**config.mk**
```make
export PLATFORM = sky130hd
export DESIGN_NAME = sleep_timer_table
export DESIGN_NICKNAME = d
export VERILOG_FILES = /design/src/hdl/stt_pkg.sv /design/src/hdl/stt_ram.sv /design/src/hdl/stt_ctrl.sv /design/src/hdl/stt_datapath.sv /design/src/hdl/sleep_timer_table.sv
export SDC_FILE = /design/constraint.sdc
export NUM_CORES = 2
export LEC_CHECK = 0
export BUFFER_PORTS_ARGS = -buffer_cell sky130_fd_sc_hd__buf_2
export CORE_MARGIN = 2
export CORE_UTILIZATION = 55
export CTS_BUF_LIST = sky130_fd_sc_hd__clkbuf_4 sky130_fd_sc_hd__clkbuf_8
export DETAILED_ROUTE_END_ITERATION = 10
export HOLD_SLACK_MARGIN = 0.05
export MAX_ROUTING_LAYER = met4
export PLACE_DENSITY = 0.83
export SETUP_SLACK_MARGIN = 0.1
export SLEW_MARGIN = 5
export SYNTH_ARGS = -nofsm -noshare
export SYNTH_HDL_FRONTEND = slang
export SYNTH_SLANG_ARGS = --single-unit
```
**constraint.sdc**
```tcl
create_clock -name clock -period 9.81 [get_ports clock]
set_clock_uncertainty 0.15 [all_clocks]
set_input_delay 0.4905 -clock clock [delete_from_list [all_inputs] [get_ports clock]]
set_output_delay 0.4905 -clock clock [all_outputs]
set_load 0.005 [all_outputs]
```
**src/hdl/stt_pkg.sv**
```systemverilog
// shared types and constants for the sleep timer table
`timescale 1ns / 1ps
`default_nettype none

package stt_pkg;

   // operation codes
   localparam logic [1:0] OP_ADD    = 2'd0;
   localparam logic [1:0] OP_REMOVE = 2'd1;
   localparam logic [1:0] OP_TICK   = 2'd2;

   // result kinds
   localparam logic [2:0] KIND_ADDED    = 3'd0;
   localparam logic [2:0] KIND_FULL     = 3'd1;
   localparam logic [2:0] KIND_ZERO     = 3'd2;
   localparam logic [2:0] KIND_REMOVED  = 3'd3;
   localparam logic [2:0] KIND_NOTFOUND = 3'd4;
   localparam logic [2:0] KIND_WAKE     = 3'd5;

   // time conversion constants
   localparam logic [9:0]  MS_PER_SEC = 10'd1000;
   localparam logic [19:0] NS_PER_MS  = 20'd1000000;
   localparam logic [19:0] NS_ROUND   = 20'd999999;

   // reciprocal multipliers: ceil(2^38 / 1000) and ceil(2^50 / 1000000)
   localparam logic [30:0] RECIP_MS   = 31'd274877907;
   localparam logic [30:0] RECIP_NS   = 31'd1125899907;
   localparam int          Q_MS_LSB   = 38;
   localparam int          Q_NS_LSB   = 50;

   // at most this many wake words per tick
   localparam int MAX_RESULTS = 8;

   // steps the reciprocal divide pipeline needs for quotient and remainder
   localparam int DIV_STEPS = 4;

   // register file
   localparam int         CSR_ADDR_W        = 3;
   localparam logic       CSR_TICK_PERIOD   = 1'b0;
   localparam logic [9:0] TICK_PERIOD_RESET = 10'd10;

   typedef struct packed {
      logic [1:0]  opcode;
      logic [7:0]  task_id;
      logic [22:0] sleep_seconds;
      logic [29:0] sleep_nanoseconds;
   } req_word_type;

   typedef struct packed {
      logic [2:0]  result_kind;
      logic [7:0]  result_task;
      logic [31:0] remaining_ms;
      logic [22:0] remaining_sec;
      logic [29:0] remaining_nsec;
      logic        last;
   } rsp_word_type;

   // one row of the slot memory
   typedef struct packed {
      logic [7:0]  task_id;
      logic [31:0] target_ms;
      logic [31:0] elapsed_ms;
   } slot_entry_type;

   // controller to datapath
   typedef struct packed {
      logic       load;
      logic       div_load_ns;
      logic       div_load_ms;
      logic       div_step;
      logic       write_add;
      logic       write_tick;
      logic       clear_valid;
      logic       pend_load;
      logic       emit;
      logic [2:0] emit_kind;
      logic       emit_pend;
      logic       emit_last;
   } ctrl_cmd_type;

   // datapath to controller
   typedef struct packed {
      logic [1:0] opcode;
      logic       zero_req;
      logic       slot_valid;
      logic       task_match;
      logic       due;
   } dp_status_type;

endpackage

`default_nettype wire

```
**src/hdl/stt_ram.sv**
```systemverilog
// generic single-clock ram with registered read
`timescale 1ns / 1ps
`default_nettype none

module stt_ram #(
   parameter int DATA_W = 72,
   parameter int DEPTH  = 8
) (
   input  wire                                   clock,
   input  wire                                   wr_en,
   input  wire  [((DEPTH > 1) ? $clog2(DEPTH) : 1)-1:0] wr_addr,
   input  wire  [DATA_W-1:0]                     wr_data,
   input  wire  [((DEPTH > 1) ? $clog2(DEPTH) : 1)-1:0] rd_addr,
   output logic [DATA_W-1:0]                     rd_data
);

   logic [DATA_W-1:0] mem_ff [DEPTH];
   logic [DATA_W-1:0] rd_data_ff;

   // write port and registered read port
   always_ff @(posedge clock) begin
      if (wr_en) begin
         mem_ff[wr_addr] <= wr_data;
      end
      rd_data_ff <= mem_ff[rd_addr];
   end

   assign rd_data = rd_data_ff;

endmodule

`default_nettype wire

```
**src/hdl/stt_ctrl.sv**
```systemverilog
// sequencer for add, remove and tick operations
`timescale 1ns / 1ps
`default_nettype none

module stt_ctrl #(
   parameter int SLOT_COUNT = 8
) (
   input  wire                                          clock,
   input  wire                                          reset,
   input  wire                                          start,
   output logic                                         busy,
   input  wire  stt_pkg::dp_status_type                 status,
   output stt_pkg::ctrl_cmd_type                        cmd,
   output logic [((SLOT_COUNT > 1) ? $clog2(SLOT_COUNT) : 1)-1:0] slot
);

   import stt_pkg::*;

   localparam int SLOT_W = (SLOT_COUNT > 1) ? $clog2(SLOT_COUNT) : 1;
   localparam int STEP_W = $clog2(DIV_STEPS);
   localparam int WAKE_W = $clog2(MAX_RESULTS + 1);

   typedef enum logic [3:0] {
      ST_IDLE,
      ST_DECODE,
      ST_ADD_DIV,
      ST_ADD_SCAN,
      ST_RM_RD,
      ST_RM_CHK,
      ST_RM_DIV,
      ST_RM_OUT,
      ST_TK_RD,
      ST_TK_CHK,
      ST_TK_END
   } state_type;

   state_type          state_ff, state_in;
   logic [SLOT_W-1:0]  slot_ff, slot_in;
   logic [STEP_W-1:0]  step_ff, step_in;
   logic [WAKE_W-1:0]  wake_ff, wake_in;
   logic               pend_ff, pend_in;
   logic               last_slot;
   logic               last_step;

   assign last_slot = (slot_ff == SLOT_W'(SLOT_COUNT - 1));
   assign last_step = (step_ff == STEP_W'(DIV_STEPS - 1));

   // next state and commands
   always_comb begin
      state_in = state_ff;
      slot_in  = slot_ff;
      step_in  = step_ff;
      wake_in  = wake_ff;
      pend_in  = pend_ff;
      cmd      = '0;
      case (state_ff)
         ST_IDLE: begin
            if (start) begin
               cmd.load = 1'b1;
               state_in = ST_DECODE;
            end
         end
         ST_DECODE: begin
            slot_in = '0;
            step_in = '0;
            wake_in = '0;
            pend_in = 1'b0;
            case (status.opcode)
               OP_ADD: begin
                  if (status.zero_req) begin
                     cmd.emit      = 1'b1;
                     cmd.emit_kind = KIND_ZERO;
                     cmd.emit_last = 1'b1;
                     state_in      = ST_IDLE;
                  end else begin
                     cmd.div_load_ns = 1'b1;
                     state_in        = ST_ADD_DIV;
                  end
               end
               OP_REMOVE: state_in = ST_RM_RD;
               OP_TICK:   state_in = ST_TK_RD;
               default:   state_in = ST_IDLE;
            endcase
         end
         // nanoseconds to rounded-up milliseconds
         ST_ADD_DIV: begin
            cmd.div_step = 1'b1;
            step_in      = step_ff + 1'b1;
            if (last_step) begin
               state_in = ST_ADD_SCAN;
            end
         end
         // lowest free slot
         ST_ADD_SCAN: begin
            if (!status.slot_valid) begin
               cmd.write_add = 1'b1;
               cmd.emit      = 1'b1;
               cmd.emit_kind = KIND_ADDED;
               cmd.emit_last = 1'b1;
               state_in      = ST_IDLE;
            end else if (last_slot) begin
               cmd.emit      = 1'b1;
               cmd.emit_kind = KIND_FULL;
               cmd.emit_last = 1'b1;
               state_in      = ST_IDLE;
            end else begin
               slot_in = slot_ff + 1'b1;
            end
         end
         // lowest valid slot holding the task
         ST_RM_RD: begin
            if (status.slot_valid) begin
               state_in = ST_RM_CHK;
            end else if (last_slot) begin
               cmd.emit      = 1'b1;
               cmd.emit_kind = KIND_NOTFOUND;
               cmd.emit_last = 1'b1;
               state_in      = ST_IDLE;
            end else begin
               slot_in = slot_ff + 1'b1;
            end
         end
         ST_RM_CHK: begin
            if (status.task_match) begin
               cmd.clear_valid = 1'b1;
               cmd.div_load_ms = 1'b1;
               state_in        = ST_RM_DIV;
            end else if (last_slot) begin
               cmd.emit      = 1'b1;
               cmd.emit_kind = KIND_NOTFOUND;
               cmd.emit_last = 1'b1;
               state_in      = ST_IDLE;
            end else begin
               slot_in  = slot_ff + 1'b1;
               state_in = ST_RM_RD;
            end
         end
         // remaining ms split into seconds and remainder
         ST_RM_DIV: begin
            cmd.div_step = 1'b1;
            step_in      = step_ff + 1'b1;
            if (last_step) begin
               state_in = ST_RM_OUT;
            end
         end
         ST_RM_OUT: begin
            cmd.emit      = 1'b1;
            cmd.emit_kind = KIND_REMOVED;
            cmd.emit_last = 1'b1;
            state_in      = ST_IDLE;
         end
         // advance each valid slot
         ST_TK_RD: begin
            if (status.slot_valid) begin
               state_in = ST_TK_CHK;
            end else if (last_slot) begin
               state_in = ST_TK_END;
            end else begin
               slot_in = slot_ff + 1'b1;
            end
         end
         // a due slot under the wake cap becomes pending, the previous pending wake goes out
         ST_TK_CHK: begin
            cmd.write_tick = 1'b1;
            if (status.due && (wake_ff != WAKE_W'(MAX_RESULTS))) begin
               wake_in       = wake_ff + 1'b1;
               cmd.pend_load = 1'b1;
               pend_in       = 1'b1;
               if (pend_ff) begin
                  cmd.emit      = 1'b1;
                  cmd.emit_kind = KIND_WAKE;
                  cmd.emit_pend = 1'b1;
               end
            end
            if (last_slot) begin
               state_in = ST_TK_END;
            end else begin
               slot_in  = slot_ff + 1'b1;
               state_in = ST_TK_RD;
            end
         end
         // final wake carries the last flag
         ST_TK_END: begin
            if (pend_ff) begin
               cmd.emit      = 1'b1;
               cmd.emit_kind = KIND_WAKE;
               cmd.emit_pend = 1'b1;
               cmd.emit_last = 1'b1;
            end
            state_in = ST_IDLE;
         end
         default: state_in = ST_IDLE;
      endcase
   end

   // state and counters
   always_ff @(posedge clock) begin
      if (reset) begin
         state_ff <= ST_IDLE;
         slot_ff  <= '0;
         step_ff  <= '0;
         wake_ff  <= '0;
         pend_ff  <= 1'b0;
      end else begin
         state_ff <= state_in;
         slot_ff  <= slot_in;
         step_ff  <= step_in;
         wake_ff  <= wake_in;
         pend_ff  <= pend_in;
      end
   end

   assign busy = (state_ff != ST_IDLE);
   assign slot = slot_ff;

endmodule

`default_nettype wire

```
**src/hdl/stt_datapath.sv**
```systemverilog
// slot storage, divider, time arithmetic and result register
`timescale 1ns / 1ps
`default_nettype none

module stt_datapath #(
   parameter int SLOT_COUNT = 8
) (
   input  wire                                          clock,
   input  wire                                          reset,
   input  wire  stt_pkg::ctrl_cmd_type                  cmd,
   input  wire  [((SLOT_COUNT > 1) ? $clog2(SLOT_COUNT) : 1)-1:0] slot,
   input  wire  stt_pkg::req_word_type                  req_word,
   input  wire  [9:0]                                   tick_period,
   output stt_pkg::dp_status_type                       status,
   output logic                                         rsp_valid,
   output stt_pkg::rsp_word_type                        rsp_word
);

   import stt_pkg::*;

   localparam int ENTRY_W = $bits(slot_entry_type);

   req_word_type           req_ff;
   logic [SLOT_COUNT-1:0]  valid_ff;
   logic [32:0]            prod_ff;
   logic [31:0]            div_dvd_ff;
   logic                   div_ms_ff;
   logic [62:0]            recip_ff;
   logic [31:0]            div_q_ff;
   logic [31:0]            back_ff;
   logic [9:0]             div_r_ff;
   logic [31:0]            rem_ms_ff;
   logic [7:0]             pend_task_ff;
   logic                   rsp_valid_ff;
   rsp_word_type           rsp_word_ff;

   slot_entry_type         rd_entry;
   slot_entry_type         wr_entry;
   logic                   ram_we;
   logic [33:0]            target_sum;
   logic [31:0]            target_sat;
   logic [32:0]            elapsed_sum;
   logic [31:0]            elapsed_sat;
   logic [31:0]            rem_ms;
   logic [30:0]            recip_mult;
   logic [62:0]            recip_prod;
   logic [32:0]            back_prod;
   logic [31:0]            rem_diff;
   logic [29:0]            nsec_prod;

   // slot rows
   stt_ram #(
      .DATA_W (ENTRY_W),
      .DEPTH  (SLOT_COUNT)
   ) u_slot_ram (
      .clock   (clock),
      .wr_en   (ram_we),
      .wr_addr (slot),
      .wr_data (wr_entry),
      .rd_addr (slot),
      .rd_data (rd_entry)
   );

   // add target: seconds in ms plus rounded ms, saturated
   assign target_sum = 34'(prod_ff) + 34'(div_q_ff);
   assign target_sat = (target_sum[33:32] != 2'b00) ? 32'hFFFF_FFFF : target_sum[31:0];

   // tick: saturating elapsed advance
   assign elapsed_sum = 33'(rd_entry.elapsed_ms) + 33'(tick_period);
   assign elapsed_sat = elapsed_sum[32] ? 32'hFFFF_FFFF : elapsed_sum[31:0];

   // remove: remaining time clamped at zero
   assign rem_ms = (rd_entry.target_ms > rd_entry.elapsed_ms)
                 ? (rd_entry.target_ms - rd_entry.elapsed_ms) : 32'd0;

   // write data for the slot memory
   always_comb begin
      wr_entry = rd_entry;
      if (cmd.write_add) begin
         wr_entry.task_id    = req_ff.task_id;
         wr_entry.target_ms  = target_sat;
         wr_entry.elapsed_ms = 32'd0;
      end else begin
         wr_entry.elapsed_ms = elapsed_sat;
      end
   end

   assign ram_we = cmd.write_add | cmd.write_tick;

   // reciprocal divide: product, quotient, quotient times 1000, remainder
   assign recip_mult = div_ms_ff ? RECIP_MS : RECIP_NS;
   assign recip_prod = 63'(div_dvd_ff) * 63'(recip_mult);
   assign back_prod  = 33'(div_q_ff[22:0]) * 33'(MS_PER_SEC);
   assign rem_diff   = div_dvd_ff - back_ff;

   assign nsec_prod = 30'(div_r_ff) * 30'(NS_PER_MS);

   // status to the controller
   always_comb begin
      status.opcode     = req_ff.opcode;
      status.zero_req   = (req_ff.sleep_seconds == 23'd0) &&
                          (req_ff.sleep_nanoseconds == 30'd0);
      status.slot_valid = valid_ff[slot];
      status.task_match = (rd_entry.task_id == req_ff.task_id);
      status.due        = (elapsed_sat >= rd_entry.target_ms);
   end

   // valid bits
   always_ff @(posedge clock) begin
      if (reset) begin
         valid_ff <= '0;
      end else if (cmd.write_add) begin
         valid_ff[slot] <= 1'b1;
      end else if (cmd.clear_valid) begin
         valid_ff[slot] <= 1'b0;
      end
   end

   // request capture, product, divider and pending wake
   always_ff @(posedge clock) begin
      if (cmd.load) begin
         req_ff <= req_word;
      end
      prod_ff <= 33'(req_ff.sleep_seconds) * 33'(MS_PER_SEC);
      if (cmd.div_load_ns) begin
         div_dvd_ff <= 32'(req_ff.sleep_nanoseconds) + 32'(NS_ROUND);
         div_ms_ff  <= 1'b0;
      end else if (cmd.div_load_ms) begin
         div_dvd_ff <= rem_ms;
         rem_ms_ff  <= rem_ms;
         div_ms_ff  <= 1'b1;
      end
      if (cmd.div_step) begin
         recip_ff <= recip_prod;
         div_q_ff <= div_ms_ff ? 32'(recip_ff[62:Q_MS_LSB]) : 32'(recip_ff[62:Q_NS_LSB]);
         back_ff  <= back_prod[31:0];
         div_r_ff <= rem_diff[9:0];
      end
      if (cmd.pend_load) begin
         pend_task_ff <= rd_entry.task_id;
      end
   end

   // result word register
   always_ff @(posedge clock) begin
      if (reset) begin
         rsp_valid_ff <= 1'b0;
      end else begin
         rsp_valid_ff <= cmd.emit;
      end
      if (cmd.emit) begin
         rsp_word_ff.result_kind <= cmd.emit_kind;
         rsp_word_ff.result_task <= cmd.emit_pend ? pend_task_ff : req_ff.task_id;
         rsp_word_ff.last        <= cmd.emit_last;
         if (cmd.emit_kind == KIND_REMOVED) begin
            rsp_word_ff.remaining_ms   <= rem_ms_ff;
            rsp_word_ff.remaining_sec  <= div_q_ff[22:0];
            rsp_word_ff.remaining_nsec <= nsec_prod;
         end else begin
            rsp_word_ff.remaining_ms   <= '0;
            rsp_word_ff.remaining_sec  <= '0;
            rsp_word_ff.remaining_nsec <= '0;
         end
      end
   end

   assign rsp_valid = rsp_valid_ff;
   assign rsp_word  = rsp_word_ff;

endmodule

`default_nettype wire

```
**src/hdl/sleep_timer_table.sv**
```systemverilog
// add divides, then scans to the first free slot; remove scans for the task, then divides;
// tick reads every slot and checks each used one, then emits any final wake word
// one word at a time: start is taken only while busy is low, results leave as strobes
// the slot scan and the reciprocal divide set how long each operation takes
// reset is synchronous, clears all slots and sets the tick period to 10 ms
`timescale 1ns / 1ps
`default_nettype none

module sleep_timer_table #(
   parameter int SLOT_COUNT = 8
) (
   input  wire                               clock,
   input  wire                               reset,
   input  wire                               start,
   output logic                              busy,
   input  wire  stt_pkg::req_word_type       req_word,
   output logic                              rsp_valid,
   output stt_pkg::rsp_word_type             rsp_word,
   input  wire                               psel,
   input  wire                               penable,
   input  wire                               pwrite,
   input  wire  [stt_pkg::CSR_ADDR_W-1:0]    paddr,
   input  wire  [31:0]                       pwdata,
   output logic [31:0]                       prdata,
   output logic                              pready
);

   import stt_pkg::*;

   localparam int SLOT_W = (SLOT_COUNT > 1) ? $clog2(SLOT_COUNT) : 1;

   logic [9:0]        tick_period_ff;
   logic              csr_write;
   logic              csr_hit;
   ctrl_cmd_type      cmd;
   dp_status_type     status;
   logic [SLOT_W-1:0] slot;

   // tick period register
   assign pready    = 1'b1;
   assign csr_hit   = (paddr[CSR_ADDR_W-1] == CSR_TICK_PERIOD);
   assign csr_write = psel & penable & pwrite & pready & csr_hit;
   assign prdata    = csr_hit ? 32'(tick_period_ff) : 32'd0;

   always_ff @(posedge clock) begin
      if (reset) begin
         tick_period_ff <= TICK_PERIOD_RESET;
      end else if (csr_write) begin
         tick_period_ff <= pwdata[9:0];
      end
   end

   // sequencer
   stt_ctrl #(
      .SLOT_COUNT (SLOT_COUNT)
   ) u_ctrl (
      .clock  (clock),
      .reset  (reset),
      .start  (start),
      .busy   (busy),
      .status (status),
      .cmd    (cmd),
      .slot   (slot)
   );

   // storage and arithmetic
   stt_datapath #(
      .SLOT_COUNT (SLOT_COUNT)
   ) u_datapath (
      .clock       (clock),
      .reset       (reset),
      .cmd         (cmd),
      .slot        (slot),
      .req_word    (req_word),
      .tick_period (tick_period_ff),
      .status      (status),
      .rsp_valid   (rsp_valid),
      .rsp_word    (rsp_word)
   );

endmodule

`default_nettype wire

```
==> out/results.txt <==
Distinct cell type count after synthesis - 98
Synthesized cell area - 68400 um2
Outcome - completed
Die area - 127000 um2
Endpoints failing hold - 0
Synthesized area per cell - 11.9 um2
Final WL - 179000 um
Via density - 5.93
Slowest CP cell - dfxtp_2
Crit path largest cell delay - 0.83 ns
RSZ-0062 raised after global routing - false
Gr usage total - 29.1%
GR Overflow Total - 0
Crit path kind - register to register
Synthesis-stage register bit count - 1005
Synth top area share - 38.1%
First-pass GRT wire length - 273000 um
PortBufs - 182
Count leader, synth - inv_1
Initial antenna violation count - 10
Min Clock Period, post-route - 9.54 ns
Drt wl/cell - 22.9 um
Detail Route Antenna Nets - 0
EDFF count, synth - 869
Number of max-cap violations - 0
Hold WC Path Type - primary input to register
Most frequent cells after synthesis - 944 x inv_1, 869 x edfxtp_1, 697 x ha_1
CP startpoint kind - register
Worst slew margin - 21.6%
Setup-failing EPs final - 0
CTS tree - done
CTS resizes - 0
HPWL Detailed - 131000 um
Core Area - 124000 um2
Drt pass-1 iters - 7
Slew @ Worst Pin - 1.18 ns
Leading post-synthesis cells by cell area - edfxtp_1 38%, fa_1 18%, ha_1 13%, inv_1 5.2%, dfxtp_1 4.0%
Initial core utilization - 55.3%
Clock Path Buffers - 3
H-tree depth - 4
Setup TNS - 0 ns
Post-synth top area cell - edfxtp_1
Initial DRC Count - 5244
Tcrit/Tclk final - 97.2%
Root Buffer - clkbuf_8
Worst-path clk slew - 0.08 ns
Row cnt - 129
Fin. max-slew vios - 0
Area grow syn2layout - 9.77%
Largest net degree at the start of global routing - 71
CTS Sinks - 1005
Worst-path fanout max - 43
YS warnings - 0
Clock Latency Late Sink - 0.86 ns
Post-Synthesis Cells - 5753
Nets@finish - 7469
Setup Fix Bufs, Post-CTS - 0
Total number of vias - 46.3k
Gpl congestion - 0.977
Ports - 236
Critical Path RT - 10.24 ns
Prevailing post-synth register cell - edfxtp_1
Fraction of layout cells with a size suffix above 1 - 9.31%
Fraction of registers with async set/reset - 0%
Max Fclk - 105 MHz
Number of global-route vias before repair - 47.9k
DRC - 0
Setup crit end kind - register
Die Height - 357 um
Register area share after synthesis - 42.1%
CTS buffer count - 150
FF-to-FF setup slack - 0.27 ns
Critical path arrival - 9.96 ns
Die W - 357 um
-- cell families (layout without fill, tap and decap cells) --
group / count (synthesis) / count (layout) / synth area share (%)
fa+ha+maj: 1309 / 1309 / 30.7
mux: 35 / 35 / 0.556
simple gates: 1023 / 1023 / 7.40
xor+xnor: 221 / 221 / 2.83
other cells: 2 / 87 / 0.0110
buf+inv: 1192 / 1532 / 6.75
flops: 1005 / 1005 / 42.1
compound gates: 966 / 966 / 9.66
-- stage by stage --
stage / worst slack (ns) / std cells / hold slack (ns) / area (um2) / utilization [%]
5_1_grt: 0.111 / 7815 / 0.175 / 75100 / 60.7
3_3_place_gp: 0.741 / 7457 / 0.301 / 71100 / 57.5
6_report: 0.274 / 7815 / 0.198 / 75100 / 60.7
2_1_floorplan: 2.19 / 5833 / 0.284 / 68700 / -
4_1_cts: 0.538 / 7810 / 0.145 / 75100 / 60.7
3_5_place_dp: 0.598 / 7457 / 0.305 / 71100 / 57.5
-- critical path: cells and delay by family, from the launching register on --
family	cells	cell delay [ns]
buffers and inverters	8	1.07
AND/OR/NAND/NOR	5	1.63
XOR/XNOR	1	0.12
flip-flops	1	0.83
adder cells (fa/ha/maj)	9	4.00
AO/OA/AOI/OAI	4	1.38
-- path summary, 6_finish.rpt --
kind,from,endpoint,depth (start not counted)
min reg2reg,u_datapath.u_slot_ram.mem_ff[5][13],u_datapath.u_slot_ram.rd_data[13],2
min,req_word[39],u_datapath.req_ff[39],2
max,u_datapath.div_ms_ff,u_datapath.recip_ff[61],27
max reg2reg,u_datapath.div_ms_ff,u_datapath.recip_ff[61],27
-- registers in the layout, summed over array words and instances (netlist names), named ones only --
name	flops
tick_period_ff	10
u_ctrl.pend_ff	1
u_ctrl.slot	3
u_ctrl.state_ff	4
u_ctrl.step_ff	2
u_ctrl.wake_ff	4
u_datapath.back_ff	7
u_datapath.div_dvd_ff	32
u_datapath.div_ms_ff	1
u_datapath.div_q_ff	25
u_datapath.div_r_ff	10
u_datapath.pend_task_ff	8
u_datapath.prod_ff	30
u_datapath.recip_ff	25
u_datapath.rem_ms_ff	32
u_datapath.req_ff	61
u_datapath.rsp_valid	1
u_datapath.rsp_word	91
u_datapath.status	2
u_datapath.u_slot_ram.mem_ff	576
u_datapath.u_slot_ram.rd_data	72
-- cell type report --
class	instances	area (um2)
Fill cell	9292	48500
Multi-Input combinational cell	3636	35400
Sequential cell	1005	28800
Inverter	947	3560
Clock buffer	220	2690
Timing Repair Buffer	316	2130
Tap cell	1637	2050
Clock inverter	49	442
Antenna cell	5	12.5
-- cells in the final DEF (no fill, tap or decap), types with 17 or more instances in the layout --
master,count
conb_1,82
o21a_1,20
xnor2_1,145
mux2_2,24
and2_1,99
dlygate4sd3_1,84
buf_2,182
nor2b_1,35
inv_1,943
clkbuf_4,54
clkinv_1,19
nand3_1,69
edfxtp_1,869
buf_4,50
nand4_1,104
nor2_1,153
fa_1,612
o21bai_1,25
o21ai_0,116
clkbuf_8,166
and3_1,27
ha_1,697
a21oi_1,205
o22ai_1,17
nand2_1,355
xor2_1,76
nand2b_1,53
a31oi_1,32
nor3_1,41
a21o_1,76
a22oi_1,314
dfxtp_1,135
a211oi_1,24
-- routing by layer --
metal / wire, um / global-route usage, % / vias up
met3: 18500 / 5.46 / 450
met4: 8330 / 12.8 / 0
met5: 0 / - / -
met1: 69000 / 37.5 / 22800
met2: 82900 / 45.3 / 2630
li1: - / - / 20400
-- timing repair --
action,in CTS,in global routing
endpoints found under the setup margin,0,0
hold endpoints to repair,87,0
hold buffers,84,0
Power is not shown: default switching activity piles up to over one toggle a cycle in this logic, so the estimate is an artifact.
